File: config.mk
export PLATFORM = sky130hd
export DESIGN_NAME = motor_duty_cycle_sequencer_top_flat
export DESIGN_NICKNAME = d
export VERILOG_FILES = /design/src/mdcs_pkg.sv /design/src/mdcs_if.sv /design/src/mdcs_in_reg.sv /design/src/mdcs_seq_core.sv /design/src/motor_duty_cycle_sequencer_top.sv /design/src/flat_wrapper.sv
export VERILOG_INCLUDE_DIRS = /design/src /design/src/src
export SDC_FILE = /design/constraint.sdc
export NUM_CORES = 1
export LEC_CHECK = 0
export BUFFER_PORTS_ARGS = -buffer_cell sky130_fd_sc_hd__buf_2
export CORE_ASPECT_RATIO = 2
export CORE_MARGIN = 5
export CORE_UTILIZATION = 55
export DETAILED_ROUTE_END_ITERATION = 10
export PLACE_DENSITY = 0.75
export SETUP_SLACK_MARGIN = 0.4
export SYNTH_ARGS = -nofsm -noshare
export SYNTH_HDL_FRONTEND = slang
export SYNTH_SLANG_ARGS = --single-unit
File: constraint.sdc
create_clock -name clk -period 6.1 [get_ports clk]
set_input_delay 0.915 -clock clk [delete_from_list [all_inputs] [get_ports clk]]
set_output_delay 0.915 -clock clk [all_outputs]
set_load 0.02 [all_outputs]
File: src/motor_duty_cycle_sequencer_top_macros.svh
// Assertion macros for the motor duty-cycle sequencer.
`ifndef MOTOR_DUTY_CYCLE_SEQUENCER_TOP_MACROS_SVH
`define MOTOR_DUTY_CYCLE_SEQUENCER_TOP_MACROS_SVH

// Same-cycle implication, off during reset.
`define MDCS_ASSERT_NOW(label, clk, rst_n, ante, cons, msg) \
  label: assert property (@(posedge clk) disable iff (!rst_n) (ante) |-> (cons)) \
    else $error(msg);

// Next-cycle implication, off during reset.
`define MDCS_ASSERT_NEXT(label, clk, rst_n, ante, cons, msg) \
  label: assert property (@(posedge clk) disable iff (!rst_n) (ante) |=> (cons)) \
    else $error(msg);

`endif

File: src/mdcs_pkg.sv
// Shared types, constants and helpers of the motor duty-cycle sequencer.
package mdcs_pkg;

  localparam int unsigned TICK_W = 32;
  localparam int unsigned CYC_W  = 10;

  typedef logic [TICK_W-1:0] ticks_t;
  typedef logic [CYC_W-1:0]  cycles_t;

  // Arm command codes; the unused code keeps the flag
  localparam logic [1:0] ARM_KEEP  = 2'd0;
  localparam logic [1:0] ARM_CLEAR = 2'd1;
  localparam logic [1:0] ARM_SET   = 2'd2;

  // Configuration register indexes
  localparam logic [0:0] REG_ON_TIME  = 1'b0;
  localparam logic [0:0] REG_OFF_TIME = 1'b1;

  // Reset values
  localparam ticks_t  RESET_ON_TIME  = 32'd120000;
  localparam ticks_t  RESET_OFF_TIME = 32'd120000;
  localparam cycles_t RESET_CYCLES   = 10'd4;
  localparam ticks_t  TICKS_SAT      = '1;

  typedef struct packed {
    logic       tick;
    logic       start_run;
    cycles_t    run_count;
    logic       stop_run;
    logic       toggle_direction;
    logic [1:0] load_arm_cmd;
    logic [1:0] discharge_arm_cmd;
    logic       load_switch;
    logic       discharge_switch;
  } item_t;

  // Input stage contents handed to the sequencer core
  typedef struct packed {
    logic  valid;
    item_t item;
  } stage_t;

  function automatic logic arm_next(input logic flag, input logic [1:0] cmd);
    logic res;
    res = flag;
    if (cmd == ARM_CLEAR) res = 1'b0;
    else if (cmd == ARM_SET) res = 1'b1;
    return res;
  endfunction

endpackage

File: src/mdcs_if.sv
// Valid/ready channel interfaces for commands in and status out.
interface mdcs_in_if import mdcs_pkg::*; ();
  logic       valid;
  logic       ready;
  logic       tick;
  logic       start_run;
  cycles_t    run_count;
  logic       stop_run;
  logic       toggle_direction;
  logic [1:0] load_arm_cmd;
  logic [1:0] discharge_arm_cmd;
  logic       load_switch;
  logic       discharge_switch;

  modport source (
    output valid, tick, start_run, run_count, stop_run, toggle_direction,
           load_arm_cmd, discharge_arm_cmd, load_switch, discharge_switch,
    input  ready
  );
  modport sink (
    input  valid, tick, start_run, run_count, stop_run, toggle_direction,
           load_arm_cmd, discharge_arm_cmd, load_switch, discharge_switch,
    output ready
  );
endinterface

interface mdcs_out_if import mdcs_pkg::*; ();
  logic    valid;
  logic    ready;
  logic    motor_on;
  logic    direction;
  logic    cycling;
  cycles_t remaining_cycles;
  ticks_t  elapsed_ticks;
  logic    load_armed;
  logic    discharge_armed;

  modport source (
    output valid, motor_on, direction, cycling, remaining_cycles, elapsed_ticks,
           load_armed, discharge_armed,
    input  ready
  );
  modport sink (
    input  valid, motor_on, direction, cycling, remaining_cycles, elapsed_ticks,
           load_armed, discharge_armed,
    output ready
  );
endinterface

File: src/mdcs_in_reg.sv
// Input register stage: captures one command beat and holds it for the core.
module mdcs_in_reg import mdcs_pkg::*; (
  input  logic         clk,
  input  logic         rst_n,
  mdcs_in_if.sink      in_ch,
  input  logic         advance,
  output stage_t       stage
);

  logic  valid_r, valid_nxt;
  item_t item_r;
  logic  load;

  // Take a beat when empty or when the held one moves on
  assign in_ch.ready = !valid_r || advance;
  assign load        = in_ch.valid && in_ch.ready;

  always_comb begin
    valid_nxt = valid_r;
    if (load) valid_nxt = 1'b1;
    else if (advance) valid_nxt = 1'b0;
  end

  always_ff @(posedge clk) begin
    if (!rst_n) begin
      valid_r <= 1'b0;
    end else begin
      valid_r <= valid_nxt;
    end
  end

  // Hold payload
  always_ff @(posedge clk) begin
    if (load) begin
      item_r.tick              <= in_ch.tick;
      item_r.start_run         <= in_ch.start_run;
      item_r.run_count         <= in_ch.run_count;
      item_r.stop_run          <= in_ch.stop_run;
      item_r.toggle_direction  <= in_ch.toggle_direction;
      item_r.load_arm_cmd      <= in_ch.load_arm_cmd;
      item_r.discharge_arm_cmd <= in_ch.discharge_arm_cmd;
      item_r.load_switch       <= in_ch.load_switch;
      item_r.discharge_switch  <= in_ch.discharge_switch;
    end
  end

  assign stage.valid = valid_r;
  assign stage.item  = item_r;

endmodule

File: src/mdcs_seq_core.sv
// Sequencer core: state update for one beat and the result register.
module mdcs_seq_core import mdcs_pkg::*; #(
  parameter int unsigned CYCLE_LIMIT = 999
) (
  input  logic         clk,
  input  logic         rst_n,
  input  stage_t       stage,
  input  ticks_t       on_time,
  input  ticks_t       off_time,
  output logic         advance,
  mdcs_out_if.source   out_ch
);

  localparam cycles_t LIMIT = cycles_t'(CYCLE_LIMIT);

  // Sequencer state
  logic    run_r, run_nxt;
  logic    dir_r, dir_nxt;
  cycles_t cur_r, cur_nxt;
  cycles_t max_r, max_nxt;
  ticks_t  ss_r, ss_nxt;
  logic    la_r, la_nxt;
  logic    da_r, da_nxt;

  // Result register
  logic    out_valid_r;
  logic    motor_on_r, direction_r, cycling_r, load_armed_r, discharge_armed_r;
  cycles_t remaining_r;
  ticks_t  elapsed_r;

  logic    inc;
  logic    on_expired;
  logic    off_expired;
  item_t   it;

  assign it      = stage.item;
  assign advance = stage.valid && (!out_valid_r || out_ch.ready);

  // Elapsed count compares run beside the increment
  assign inc         = it.tick && (ss_r != TICKS_SAT);
  assign on_expired  = inc ? (ss_r >= on_time)  : (ss_r > on_time);
  assign off_expired = inc ? (ss_r >= off_time) : (ss_r > off_time);

  // Next state in command order
  always_comb begin
    run_nxt = run_r;
    dir_nxt = dir_r ^ it.toggle_direction;
    cur_nxt = cur_r;
    max_nxt = max_r;
    la_nxt  = la_r;
    da_nxt  = da_r;
    ss_nxt  = inc ? ss_r + 32'd1 : ss_r;

    if (it.start_run) begin
      max_nxt = (it.run_count > 10'd1 && it.run_count < LIMIT) ? it.run_count : LIMIT;
      cur_nxt = 10'd1;
    end
    if (it.stop_run) begin
      run_nxt = 1'b0;
      la_nxt  = 1'b0;
      da_nxt  = 1'b0;
      cur_nxt = max_nxt;
    end
    la_nxt = arm_next(la_nxt, it.load_arm_cmd);
    da_nxt = arm_next(da_nxt, it.discharge_arm_cmd);

    // Timed switches: on-phase timeout, else off-phase restart
    if (run_nxt && on_expired) begin
      run_nxt = 1'b0;
      la_nxt  = 1'b0;
      da_nxt  = 1'b0;
      ss_nxt  = '0;
    end else if (!run_nxt && max_nxt > cur_nxt && off_expired) begin
      cur_nxt = cur_nxt + 10'd1;
      run_nxt = 1'b1;
      ss_nxt  = '0;
    end

    // Armed limit switches
    if (la_nxt && run_nxt && !it.load_switch) begin
      run_nxt = 1'b0;
      la_nxt  = 1'b0;
      da_nxt  = 1'b0;
    end
    if (da_nxt && run_nxt && !it.discharge_switch) begin
      run_nxt = 1'b0;
      la_nxt  = 1'b0;
      da_nxt  = 1'b0;
    end
  end

  // Advance state on each beat
  always_ff @(posedge clk) begin
    if (!rst_n) begin
      run_r <= 1'b0;
      dir_r <= 1'b0;
      cur_r <= RESET_CYCLES;
      max_r <= RESET_CYCLES;
      ss_r  <= '0;
      la_r  <= 1'b0;
      da_r  <= 1'b0;
    end else if (advance) begin
      run_r <= run_nxt;
      dir_r <= dir_nxt;
      cur_r <= cur_nxt;
      max_r <= max_nxt;
      ss_r  <= ss_nxt;
      la_r  <= la_nxt;
      da_r  <= da_nxt;
    end
  end

  // Result valid: set on a beat, drop once taken
  always_ff @(posedge clk) begin
    if (!rst_n) begin
      out_valid_r <= 1'b0;
    end else if (advance) begin
      out_valid_r <= 1'b1;
    end else if (out_ch.ready) begin
      out_valid_r <= 1'b0;
    end
  end

  // Result payload
  always_ff @(posedge clk) begin
    if (advance) begin
      motor_on_r        <= run_nxt;
      direction_r       <= dir_nxt;
      cycling_r         <= max_nxt > cur_nxt;
      remaining_r       <= max_nxt - cur_nxt;
      elapsed_r         <= ss_nxt;
      load_armed_r      <= la_nxt;
      discharge_armed_r <= da_nxt;
    end
  end

  assign out_ch.valid            = out_valid_r;
  assign out_ch.motor_on         = motor_on_r;
  assign out_ch.direction        = direction_r;
  assign out_ch.cycling          = cycling_r;
  assign out_ch.remaining_cycles = remaining_r;
  assign out_ch.elapsed_ticks    = elapsed_r;
  assign out_ch.load_armed       = load_armed_r;
  assign out_ch.discharge_armed  = discharge_armed_r;

endmodule

File: src/motor_duty_cycle_sequencer_top.sv
// Top level of the motor duty-cycle sequencer.
//
//  channel | dir | handshake        | beat contents
//  in_ch   | in  | valid / ready    | tick, commands, switch levels
//  out_ch  | out | valid / ready    | motor, direction, run and arming status
//  cfg_*   | in  | cfg_we           | on and off times, indexed by cfg_index
//
// One beat a cycle sustained while out_ch keeps up; a beat's result is offered on
// out_ch once it has passed from the input register into the result register.
// The input register takes a new beat while empty, or while the result register
// frees up; with both full and out_ch stalled, in_ch.ready drops.
// Reset (rst_n low, synchronous) leaves the motor off, run idle at cycle four
// of four, and both times at 120000 ticks.
`include "motor_duty_cycle_sequencer_top_macros.svh"

module motor_duty_cycle_sequencer_top import mdcs_pkg::*; #(
  parameter int unsigned CYCLE_LIMIT = 999
) (
  input  logic        clk,
  input  logic        rst_n,
  mdcs_in_if.sink     in_ch,
  mdcs_out_if.source  out_ch,
  input  logic        cfg_we,
  input  logic [0:0]  cfg_index,
  input  ticks_t      cfg_wdata
);

  ticks_t on_time_r;
  ticks_t off_time_r;
  stage_t stage;
  logic   advance;

  // Configuration registers
  always_ff @(posedge clk) begin
    if (!rst_n) begin
      on_time_r  <= RESET_ON_TIME;
      off_time_r <= RESET_OFF_TIME;
    end else if (cfg_we) begin
      unique case (cfg_index)
        REG_ON_TIME:  on_time_r  <= cfg_wdata;
        REG_OFF_TIME: off_time_r <= cfg_wdata;
        default: ;
      endcase
    end
  end

  mdcs_in_reg u_in_reg (
    .clk     (clk),
    .rst_n   (rst_n),
    .in_ch   (in_ch),
    .advance (advance),
    .stage   (stage)
  );

  mdcs_seq_core #(
    .CYCLE_LIMIT (CYCLE_LIMIT)
  ) u_core (
    .clk      (clk),
    .rst_n    (rst_n),
    .stage    (stage),
    .on_time  (on_time_r),
    .off_time (off_time_r),
    .advance  (advance),
    .out_ch   (out_ch)
  );

  // Checks
  `MDCS_ASSERT_NOW(a_cycling_matches, clk, rst_n, out_ch.valid, out_ch.cycling == (out_ch.remaining_cycles != 10'd0), "cycling disagrees with remaining count")
  `MDCS_ASSERT_NOW(a_remaining_bound, clk, rst_n, out_ch.valid, out_ch.remaining_cycles <= 10'(CYCLE_LIMIT - 1), "remaining count above limit")
  `MDCS_ASSERT_NOW(a_on_within_time, clk, rst_n, out_ch.valid && out_ch.motor_on, out_ch.elapsed_ticks <= on_time_r, "motor on past its on time")
  `MDCS_ASSERT_NEXT(a_beat_reaches_out, clk, rst_n, stage.valid && advance, out_ch.valid, "advanced beat left no result")

endmodule
File: src/flat_wrapper.sv
// flat-port wrapper written by rule: the top's interface ports become plain ports
module motor_duty_cycle_sequencer_top_flat import mdcs_pkg::*;
#(
  parameter int unsigned CYCLE_LIMIT = 999
)
  (clk, rst_n, cfg_we, cfg_index, cfg_wdata, in_ch_valid, in_ch_tick, in_ch_start_run, in_ch_run_count, in_ch_stop_run, in_ch_toggle_direction, in_ch_load_arm_cmd, in_ch_discharge_arm_cmd, in_ch_load_switch, in_ch_discharge_switch, in_ch_ready, out_ch_valid, out_ch_motor_on, out_ch_direction, out_ch_cycling, out_ch_remaining_cycles, out_ch_elapsed_ticks, out_ch_load_armed, out_ch_discharge_armed, out_ch_ready);
  mdcs_in_if in_ch_i ();
  mdcs_out_if out_ch_i ();
  input  logic clk;
  input  logic rst_n;
  input  logic cfg_we;
  input  logic [0:0] cfg_index;
  input  ticks_t cfg_wdata;
  input wire logic [$bits(in_ch_i.valid)-1:0] in_ch_valid;
  input wire logic [$bits(in_ch_i.tick)-1:0] in_ch_tick;
  input wire logic [$bits(in_ch_i.start_run)-1:0] in_ch_start_run;
  input wire logic [$bits(in_ch_i.run_count)-1:0] in_ch_run_count;
  input wire logic [$bits(in_ch_i.stop_run)-1:0] in_ch_stop_run;
  input wire logic [$bits(in_ch_i.toggle_direction)-1:0] in_ch_toggle_direction;
  input wire logic [$bits(in_ch_i.load_arm_cmd)-1:0] in_ch_load_arm_cmd;
  input wire logic [$bits(in_ch_i.discharge_arm_cmd)-1:0] in_ch_discharge_arm_cmd;
  input wire logic [$bits(in_ch_i.load_switch)-1:0] in_ch_load_switch;
  input wire logic [$bits(in_ch_i.discharge_switch)-1:0] in_ch_discharge_switch;
  output wire logic [$bits(in_ch_i.ready)-1:0] in_ch_ready;
  output wire logic [$bits(out_ch_i.valid)-1:0] out_ch_valid;
  output wire logic [$bits(out_ch_i.motor_on)-1:0] out_ch_motor_on;
  output wire logic [$bits(out_ch_i.direction)-1:0] out_ch_direction;
  output wire logic [$bits(out_ch_i.cycling)-1:0] out_ch_cycling;
  output wire logic [$bits(out_ch_i.remaining_cycles)-1:0] out_ch_remaining_cycles;
  output wire logic [$bits(out_ch_i.elapsed_ticks)-1:0] out_ch_elapsed_ticks;
  output wire logic [$bits(out_ch_i.load_armed)-1:0] out_ch_load_armed;
  output wire logic [$bits(out_ch_i.discharge_armed)-1:0] out_ch_discharge_armed;
  input wire logic [$bits(out_ch_i.ready)-1:0] out_ch_ready;
  assign in_ch_i.valid = in_ch_valid;
  assign in_ch_i.tick = in_ch_tick;
  assign in_ch_i.start_run = in_ch_start_run;
  assign in_ch_i.run_count = in_ch_run_count;
  assign in_ch_i.stop_run = in_ch_stop_run;
  assign in_ch_i.toggle_direction = in_ch_toggle_direction;
  assign in_ch_i.load_arm_cmd = in_ch_load_arm_cmd;
  assign in_ch_i.discharge_arm_cmd = in_ch_discharge_arm_cmd;
  assign in_ch_i.load_switch = in_ch_load_switch;
  assign in_ch_i.discharge_switch = in_ch_discharge_switch;
  assign in_ch_ready = in_ch_i.ready;
  assign out_ch_valid = out_ch_i.valid;
  assign out_ch_motor_on = out_ch_i.motor_on;
  assign out_ch_direction = out_ch_i.direction;
  assign out_ch_cycling = out_ch_i.cycling;
  assign out_ch_remaining_cycles = out_ch_i.remaining_cycles;
  assign out_ch_elapsed_ticks = out_ch_i.elapsed_ticks;
  assign out_ch_load_armed = out_ch_i.load_armed;
  assign out_ch_discharge_armed = out_ch_i.discharge_armed;
  assign out_ch_i.ready = out_ch_ready;
  motor_duty_cycle_sequencer_top #(.CYCLE_LIMIT(CYCLE_LIMIT)) u_core (.clk(clk), .rst_n(rst_n), .in_ch(in_ch_i), .out_ch(out_ch_i), .cfg_we(cfg_we), .cfg_index(cfg_index), .cfg_wdata(cfg_wdata));
endmodule
==> out/qor.yml, run 1 <==
run_status:
  status: "finished, final reports clean"
worst_hold_path:
  worstHoldPathCells: 2
  hp-class: "flip-flop to flip-flop"
  hp-start: "u_core.off_time_r[20]"
  min_to: "u_core.off_time_r[20]"
power:
  p_leak_uw: 0.00485
  p_comb_frac: 0.143
  power_frac_seq: 0.480
  internal-power_uw: 2120
  ir_drop_v: 0.000189
  p_switching_uw: 790
  swShare: 0.271
  p_per_area_nw_per_um2: 243
  pwr-share-clk: 0.377
flow_run:
  drv_cap: 0
route:
  routed_wl_mm: 28.7
  first_pass_iters: 5
  drcViolationCount: 0
  antenna_left: 0
  wire_per_inst_um: 17.9
  drt_iter0_drc: 484
  avgViaCountPerCell: 5.79
  vias: 9312
synthesis:
  synth_largest_area_cell: "dfxtp_1"
  yosysUniqueCellTypes: 77
  yosysMostFrequentCell: "nand2_1"
  syn_avg_cell_area_um2: 8.48
  yosysWarnings: 0
  synth_top_cell_area_share: 0.230
  synth_top_flop_cell: "dfxtp_1"
  async_flop_share: 0
  yosysSeqAreaShare: 0.419
  ys_seq_elements: 189
  synth_edf_count: 67
  syn_inst: 1252
  netlist_area_um2: 10600
  synthTopCellsByArea: "dfxtp_1 23%, edfxtp_1 19%, ha_1 9.9%"
  synthTopCellsByCount: "223 x nand2_1, 122 x dfxtp_1, 105 x a21oi_1"
  synth_fp_nets: 1395
floorplanning:
  die_y_um: 207
  die_w_um: 108
  die-area_um2: 22400
  rows: 72
  core_area_um2: 19200
  initial_utilization: 0.553
  ioPinCount: 107
setup_path:
  startpoint_type: "flip-flop"
  slowest_delay_ns: 0.57
  crit_top_cell: "or4_4"
  cp_top_family: "simple AND/OR/NAND/NOR gates"
  worst_r2r_startpoint: "u_core.u_in_reg.stage[14]"
  critPathBufInv: 3
  path_cells: "or4_4, nor3_4, or2_4, o22a_2, a22o_4, inv_1, ha_1, a21oi_1, o21ai_0, nand2b_1, nand4_1, buf_4, or4_4, or4_4, xnor2_1, ha_1, inv_1, nor4_1, a21oi_1, o311a_1, o211ai_1"
  cp.arrival_ns: 5.71
  r2r_end: "u_core.u_core.out_ch.remaining_cycles[9]"
  ff2ff_setup_slack_ns: 0.59
  worst_r2r_path_depth: 21
  cp.required_ns: 6.29
  end_kind: "flip-flop"
  path_class: "flip-flop to flip-flop"
  crit_path_top_delay_cell: "or4_4"
  crit_fanout: 8
clocking:
  cts_buffer_depth: 2
  cts_tree: "built"
  clockRootBuffer: "clkbuf_16"
  postCtsHoldBufs: 0
  cts_sinks: 189
  cts_buffers: 17
  clock_latency_ns: 0.45
  path_clk_slew_ns: 0.07
  h-tree-depth: 4
grt:
  track_usage: 0.262
  grt_pass1_vias: 9015
  grt_max_degree: 66
  overflow: 0
  antenna_found_initial: 1
  grt_pass1_wl_mm: 44.8
final_layout:
  filler_cell_count: 1730
  area_growth_pct: 12.9
  fin_cells: 1608
  fin_nets: 1478
  final_layout_size_suffix_gt1_frac: 0.142
sta:
  final.setup.tns_ns: 0
  fin_crit_sh: 0.904
  finalSetupViolations: 0
  fin_crit_ns: 5.51
  finalHoldViolCount: 0
  maxSlewHeadroom: 0.326
  finalMaxSlewViolations: 0
  max_slew.worst_pin.slew_ns: 1.01
  fmax_mhz: 181
  skew_ns: 0.00954
  rsz0062_at_grt: "no"
place:
  dp_cells: 1571
  dp_hpwl_mm: 21.4
  portBuffers: 106
  place.gp.congestion: 0.963
-- power by group through the flow --
stage / combinational [uW] / clock [uW] / sequential, uW
floorplan: 245 / 0 / 1440
global placement: 403 / 0 / 1420
detailed placement: 408 / 0 / 1430
CTS: 413 / 1110 / 1400
global route: 458 / 1170 / 1400
finish: 417 / 1100 / 1400
-- layout by cell type (no fill, tap or decap), drive strengths merged, types with 7 or more instances in the layout --
| master | instances |
|---|---|
| o211ai | 21 |
| a31oi | 24 |
| inv | 93 |
| xor2 | 23 |
| clkinv | 8 |
| o31ai | 7 |
| edfxtp | 67 |
| and2 | 12 |
| dfxtp | 122 |
| and3 | 13 |
| o21ai | 38 |
| a211oi | 8 |
| o21a | 21 |
| nand2 | 223 |
| nor3 | 30 |
| nand2b | 8 |
| a21oi | 105 |
| clkbuf | 17 |
| buf | 129 |
| nor2b | 12 |
| ha | 84 |
| xnor2 | 9 |
| nor2 | 88 |
| nand3 | 51 |
| a21o | 8 |
| nor4 | 19 |
| nand4 | 27 |
-- metrics by stage --
step	hold slack, ns	total power [uW]	worst slack (ns)	cell area, um^2	utilization
detailed placement	0.447	1830	0.129	11400	0.593
global route	0.475	3030	0.444	12000	0.625
floorplan	0.436	1690	0.753	10600	-
finish	0.456	2910	0.586	12000	0.625
CTS	0.456	2920	0.419	12000	0.623
global placement	0.443	1830	0.293	11400	0.593
-- logic make-up after synthesis --
family,Yosys count,share of synthesized area
mux,1,0.00106
buf+inv,155,0.0569
xor+xnor,32,0.0264
fa+ha+maj,85,0.101
compound gates,279,0.169
flops,189,0.419
simple gates,511,0.226
-- worst max-delay path by stage --
stage,from,endpoint,slack (ns),cells after the start
after floorplan,u_core.u_in_reg.stage[14],u_core.u_core.out_ch.remaining_cycles[8],0.75,26
after global placement,u_core.u_in_reg.stage[14],u_core.u_core.out_ch.remaining_cycles[8],0.29,24
after detailed placement,u_core.u_in_reg.stage[9],u_core.u_core.out_ch.remaining_cycles[8],0.13,24
after CTS,u_core.u_in_reg.stage[14],u_core.u_core.out_ch.remaining_cycles[8],0.42,24
after global routing,u_core.u_in_reg.stage[9],u_core.u_core.out_ch.cycling,0.44,25
final,u_core.u_in_reg.stage[14],u_core.u_core.out_ch.remaining_cycles[9],0.59,21
-- area by class of cell --
cell class | count | area, um^2 | share of cell area
Multi-Input combinational cell | 908 | 5600 | 0.467
Sequential cell | 189 | 4450 | 0.371
Timing Repair Buffer | 129 | 703 | 0.0586
Tap cell | 259 | 324 | 0.0270
Antenna cell | 1 | 2.50 | 0.000209
Clock inverter | 15 | 144 | 0.0120
Clock buffer | 17 | 425 | 0.0355
Inverter | 90 | 338 | 0.0282
-- layer usage --
layer	GRT usage	part of all wire	routed length (um)	vias to the layer above
li1	-	-	-	4596
met1	0.255	0.36	10200	4383
met2	0.499	0.54	15600	243
met3	0.0406	0.036	1040	90
met4	0.167	0.064	1850	0
met5	0	0	0	-
-- flip-flops by register name, indices dropped and copies added, names as in the netlist, 10 cells and up --
register                               cells
u_core.u_core.ss_r                        32
u_core.u_core.out_ch.remaining_cycles     10
u_core.u_core.max_r                       10
u_core.u_core.cur_r                       10
u_core.off_time_r                         32
u_core.on_time_r                          32
u_core.u_core.out_ch.elapsed_ticks        32
u_core.u_in_reg.stage                     20
-- timing repair --
action / in CTS / in global routing
gates resized for setup: 8 / 4
pin swaps: 0 / 5
setup buffers: 0 / 4
endpoints found under the setup margin: 5 / 5
-- worst register-to-register path, stage by stage (launching register included) --
cell	delay, ns
edfxtp_1	0.43
or4_4	0.57
nor3_4	0.21
or2_4	0.20
o22a_2	0.20
a22o_4	0.15
inv_1	0.10
ha_1	0.32
a21oi_1	0.06
o21ai_0	0.43
nand2b_1	0.17
nand4_1	0.15
buf_4	0.18
or4_4	0.57
or4_4	0.45
xnor2_1	0.15
ha_1	0.36
inv_1	0.14
nor4_1	0.06
a21oi_1	0.11
o311a_1	0.17
o211ai_1	0.09
No activity file was read; power rests on OpenSTA's default activity.
==> run 2: changes to the inputs <==
- CORE_UTILIZATION: 55 -> 54
- PLACE_DENSITY: 0.75 -> 0.74
- SLEW_MARGIN: not set -> 30
==> out/qor.yml, run 2 (synthesis results as in run 1) <==
final_layout:
  antenna_cells: 0  # -1
  area_growth_pct: 12.4
  final_common_cell: "nand2_1"
  final_layout_size_suffix_gt1_frac: 0.139  # -0.00299
  postLayoutCellArea_um2: 11900  # -0.47%
  fin_nets: 1471  # -0.47%
  filler_cell_count: 1714  # -0.92%
  final_cell_mix: "223 x nand2_1, 122 x dfxtp_1, 106 x buf_2, 104 x a21oi_1"
setup_path:
  slowest_delay_ns: 0.57  # about the same
  crit_path_top_delay_cell: "or4_4"
  startpoint_type: "flip-flop"
  end_kind: "flip-flop"
  r2r_end: "u_core.u_core.out_ch.remaining_cycles[9]"
  cp.required_ns: 6.30  # about the same
  cp_top_family: "simple AND/OR/NAND/NOR gates"
  cp.arrival_ns: 5.61  # -0.10 ns
  ff2ff_setup_slack_ns: 0.69  # +0.10 ns
  critPathBufInv: 3  # unchanged
  path_class: "flip-flop to flip-flop"
  crit_cells: 22  # +4.8%
  worst_r2r_startpoint: "u_core.u_in_reg.stage[9]"
  worst_r2r_path_depth: 22  # +4.8%
  path_cells: "or4_4, nor3_4, or2_4, o22a_2, a22o_4, inv_1, ha_1, nand4_1, nor3_2, nand4b_1, nand4_1, nand4_1, buf_4, or4_4, or4_4, xnor2_1, ha_1, inv_2, nor4_1, a21oi_1, o311a_1, o211ai_1"
  crit_fanout: 8  # unchanged
sta:
  skew_ns: 0.00724  # -0.00230 ns
  fin_crit_ns: 5.41  # -0.0997 ns
  max_slew.worst_pin.slew_ns: 0.963  # -0.0476 ns
  finalSetupViolations: 0  # unchanged
  maxSlewHeadroom: 0.351  # +0.0249
  rsz0062_at_grt: "no"
  layout_setup_ws_ns: 0.686  # +0.0997 ns
  fmax_mhz: 185  # +1.8%
  finalHoldViolCount: 0  # unchanged
  fin_hold_ws_ns: 0.455  # -0.00121 ns
  finalMaxSlewViolations: 0  # unchanged
  fin_crit_sh: 0.888  # -0.0163
  final.setup.tns_ns: 0  # unchanged
grt:
  grt_max_degree: 67  # +1.5%
  grt_pass1_wl_mm: 45.4  # +1.2%
  antenna_found_initial: 0  # -1
  overflow: 0  # unchanged
  track_usage: 0.257  # -0.00464
  grt_pass1_vias: 9145  # +1.4%
clocking:
  postCtsHoldBufs: 0  # unchanged
  clock_latency_ns: 0.45  # about the same
  cts_buffer_depth: 2  # unchanged
  cts_buffers: 17  # unchanged
  clockRootBuffer: "clkbuf_16"
  h-tree-depth: 4  # unchanged
  cts_sinks: 189  # unchanged
  path_clk_slew_ns: 0.07  # about the same
  cts_tree: "built"
route:
  routed_wl_mm: 28.4  # -1.1%
  drcViolationCount: 0  # unchanged
  vias: 9362  # +0.54%
  antenna_left: 0  # unchanged
  wire_per_inst_um: 17.8  # -0.56%
  drt_iter0_drc: 469  # -3.1%
  avgViaCountPerCell: 5.85  # +1.0%
  first_pass_iters: 5  # unchanged
worst_hold_path:
  hp-start: "u_core.off_time_r[3]"
  hp-class: "flip-flop to flip-flop"
  worstHoldPathCells: 2  # unchanged
  min_to: "u_core.off_time_r[3]"
power:
  p_per_area_nw_per_um2: 241  # -0.63%
  p_leak_uw: 0.00480  # -0.93%
  ir_drop_v: 0.000187  # -1.3%
place:
  portBuffers: 106  # unchanged
  dpl_cell_area_um2: 11400  # -0.18%
  place_ws_ns: 0.397  # +0.268 ns
  dp_hpwl_mm: 20.9  # -2.2%
  place.gp.congestion: 1.02  # +5.6%
floorplanning:
  die_w_um: 109  # +0.84%
  die-area_um2: 22700  # +1.7%
  die_y_um: 208  # +0.88%
  core_area_um2: 19400  # +0.94%
  rows: 72  # unchanged
  ioPinCount: 107  # unchanged
  initial_utilization: 0.548  # -0.00515
run_status:
  status: "finished, final reports clean"
flow_run:
  drv_cap: 0  # unchanged
## run 2: layout make-up
cell class | count | area [um^2] | area share
multi-input combinational | 908 | 5610 | 0.470
sequential | 189 | 4450 | 0.373
timing repair buffer | 122 | 651 | 0.0545
clock buffer | 17 | 425 | 0.0356
inverter | 90 | 338 | 0.0283
tap | 259 | 324 | 0.0271
clock inverter | 15 | 140 | 0.0117
## run 2: how the worst max path moves through the flow
stage / end / startpoint / slack, ns
global placement: u_core.u_core.out_ch.remaining_cycles[8] / u_core.u_in_reg.stage[14] / 0.50
finish: u_core.u_core.out_ch.remaining_cycles[9] / u_core.u_in_reg.stage[9] / 0.69
floorplan: u_core.u_core.out_ch.remaining_cycles[8] / u_core.u_in_reg.stage[14] / 0.75
CTS: u_core.u_core.out_ch.remaining_cycles[9] / u_core.u_in_reg.stage[14] / 0.48
detailed placement: u_core.u_core.out_ch.remaining_cycles[8] / u_core.u_in_reg.stage[9] / 0.40
global route: u_core.u_core.out_ch.remaining_cycles[9] / u_core.u_in_reg.stage[14] / 0.41
## run 2: layer usage
metal / global-route usage / part of all wire / vias to the layer above
met4: 0.171 / 0.070 / 0
met2: 0.458 / 0.53 / 292
met3: 0.0490 / 0.046 / 110
li1: - / - / 4578
met1: 0.265 / 0.36 / 4382
met5: 0 / 0 / -
## run 2: what timing repair did
| action | CTS | global route |
|---|---|---|
| endpoints found under the setup margin | 1 | 5 |
| resized for setup | 1 | 12 |
| pin swaps | 0 | 2 |
| buffers inserted | 0 | 0 |
## run 2: worst register-to-register path, stage by stage, from the launching register on
cell and delay, ns:
edfxtp_1 0.44, or4_4 0.55, nor3_4 0.21, or2_4 0.20
o22a_2 0.20, a22o_4 0.15, inv_1 0.10, ha_1 0.31
nand4_1 0.14, nor3_2 0.26, nand4b_1 0.13, nand4_1 0.11
nand4_1 0.10, buf_4 0.18, or4_4 0.57, or4_4 0.45
xnor2_1 0.15, ha_1 0.37, inv_2 0.12, nor4_1 0.05
a21oi_1 0.13, o311a_1 0.18, o211ai_1 0.09
## run 2: stage by stage
stage | total power [uW] | util | cells
2_1_floorplan | 1690 | - | 1252
3_3_place_gp | 1820 | 0.586 | 1568
3_5_place_dp | 1830 | 0.586 | 1568
4_1_cts | 2900 | 0.615 | 1600
5_1_grt | 3010 | 0.616 | 1600
6_report | 2880 | 0.616 | 1600
## run 2: power by group
| part | leakage, uW | internal [uW] | switching [uW] |
|---|---|---|---|
| clock | 0.000274 | 569 | 506 |
| combinational | 0.00289 | 147 | 262 |
| sequential | 0.00163 | 1370 | 28.5 |
| total | 0.00480 | 2080 | 796 |
==> run 3: changes to the inputs <==
- CORE_ASPECT_RATIO: 2 -> 1.1
==> out/qor.yml, run 3 (synthesis results as in run 1) <==
final_layout:
  final_cell_mix: "222 x nand2_1, 122 x dfxtp_1, 106 x buf_2, 102 x a21oi_1, 88 x inv_1"
  filler_cell_count: 1686  # -1.6%
  final_layout_size_suffix_gt1_frac: 0.140  # +0.00139
  antenna_cells: 0  # unchanged
  final_common_cell: "nand2_1"
  area_growth_pct: 12.6
  fin_nets: 1472  # +0.068%
route:
  routed_wl_mm: 27.3  # -4.1%
  first_pass_iters: 5  # unchanged
  antenna_left: 0  # unchanged
  drt_iter0_drc: 584  # +25%
  avgViaCountPerCell: 5.83  # -0.33%
  vias: 9267  # -1.0%
  wire_per_inst_um: 17.2  # -3.5%
  drcViolationCount: 0  # unchanged
run_status:
  status: "finished, final reports clean"
floorplanning:
  die-area_um2: 22600  # -0.74%
  die_w_um: 144  # +32%
  rows: 53  # -26%
  die_y_um: 157  # -25%
  ioPinCount: 107  # unchanged
  core_area_um2: 19200  # -0.71%
  initial_utilization: 0.552  # +0.00392
sta:
  fin_crit_sh: 0.884  # -0.00399
  finalSetupViolations: 0  # unchanged
  finalMaxSlewViolations: 0  # unchanged
  final.setup.tns_ns: 0  # unchanged
  fin_crit_ns: 5.39  # -0.0243 ns
  max_slew.worst_pin.slew_ns: 0.991  # +0.0275 ns
  maxSlewHeadroom: 0.333  # -0.0185
  finalHoldViolCount: 0  # unchanged
  fin_hold_ws_ns: 0.455  # +0.000309 ns
  fmax_mhz: 186  # +0.45%
  skew_ns: 0.00985  # +0.00262 ns
  rsz0062_at_grt: "no"
place:
  portBuffers: 106  # unchanged
  place.gp.congestion: 0.923  # -9.3%
  dp_hpwl_mm: 19.7  # -5.7%
clocking:
  cts_buffers: 17  # unchanged
  postCtsHoldBufs: 0  # unchanged
  cts_sinks: 189  # unchanged
  cts_tree: "built"
  clockRootBuffer: "clkbuf_16"
  clock_latency_ns: 0.44  # about the same
  cts_buffer_depth: 2  # unchanged
  h-tree-depth: 4  # unchanged
  path_clk_slew_ns: 0.07  # about the same
  cts_setup_buffers: 0  # unchanged
grt:
  overflow: 0  # unchanged
  antenna_found_initial: 0  # unchanged
  grt_pass1_vias: 9060  # -0.93%
  track_usage: 0.245  # -0.0128
  grt_max_degree: 89  # +33%
  grt_pass1_wl_mm: 44.1  # -2.9%
setup_path:
  crit_fanout: 8  # unchanged
  cp.required_ns: 6.29  # about the same
  cp_top_family: "simple AND/OR/NAND/NOR gates"
  slowest_delay_ns: 0.57  # about the same
  cp.arrival_ns: 5.58  # -0.03 ns
  critPathLaunch: "u_core.u_in_reg.stage[14]"
  worst_r2r_startpoint: "u_core.u_in_reg.stage[14]"
  path_class: "flip-flop to flip-flop"
  critPathBufInv: 3  # unchanged
  startpoint_type: "flip-flop"
  path_cells: "or4_4, nor3_4, or2_4, o22a_2, a22o_4, inv_1, ha_1, nand4_1, nor3_2, nand4b_1, nand4_1, nand4_1, buf_4, or4_4, or4_4, xnor2_1, ha_1, inv_1, nor4_1, a21oi_1, o311a_1, o211ai_1"
  end_kind: "flip-flop"
  crit_path_top_delay_cell: "or4_4"
worst_hold_path:
  hp-class: "flip-flop to flip-flop"
  hp-start: "u_core.off_time_r[3]"
power:
  p_total_uw: 2900  # +0.79%
  p_leak_uw: 0.00483  # +0.55%
  ir_drop_v: 0.000212  # +14%
  p_per_area_nw_per_um2: 243  # +0.60%
flow_run:
  drv_cap: 0  # unchanged
-- run 3: worst register-to-register path, delay by kind of cell, from the launching register on --
family                     cells  cell delay, ns
and+or+nand+nor               11            2.78
AOI/OAI and AO/OA              5            0.73
adders and majority gates      2            0.66
DFF                            1            0.42
buffers and inverters          3            0.40
xor gates and xnor gates       1            0.14
-- run 3: layout make-up --
| class | instances | area (um^2) | share of cell area |
|---|---|---|---|
| clock inverters | 14 | 140 | 0.0117 |
| flip-flops and latches | 189 | 4450 | 0.372 |
| well taps | 247 | 309 | 0.0258 |
| repair buffers | 123 | 658 | 0.0550 |
| multi-input cells | 908 | 5620 | 0.470 |
| inverters | 90 | 338 | 0.0282 |
| clock buffers | 18 | 439 | 0.0367 |
-- run 3: metrics by stage --
step / std cells / setup slack [ns] / utilization / cell area (um^2)
floorplan: 1252 / 0.753 / - / 10600
global placement: 1557 / 0.538 / 0.589 / 11300
detailed placement: 1557 / 0.414 / 0.590 / 11400
CTS: 1589 / 0.461 / 0.620 / 11900
global route: 1589 / 0.405 / 0.622 / 12000
finish: 1589 / 0.710 / 0.622 / 12000
-- run 3: final timing paths --
kind	to	slack (ns)	cells after the start
worst max-delay path	u_core.u_core.out_ch.remaining_cycles[9]	0.71	22
worst min-delay path	u_core.off_time_r[3]	0.45	2
worst max register to register	u_core.u_core.out_ch.remaining_cycles[9]	0.71	22
worst min register to register	u_core.off_time_r[3]	0.45	2
-- run 3: layer usage --
layer | track usage | share of wire
met1 | 0.286 | 0.41
met2 | 0.432 | 0.50
met3 | 0.0380 | 0.042
met4 | 0.125 | 0.051
met5 | 0 | 0
-- run 3: timing repair --
action,4_1_cts,5_1_grt
setup endpoints to repair,1,5
pin swaps,0,1
gates resized for setup,1,11
-- run 3: power by group --
group	internal (uW)	switching, uW	leakage [uW]	total [uW]
Sequential	1370	27.7	0.00163	1400
Combinational	145	251	0.00291	396
Clock	616	495	0.000289	1110
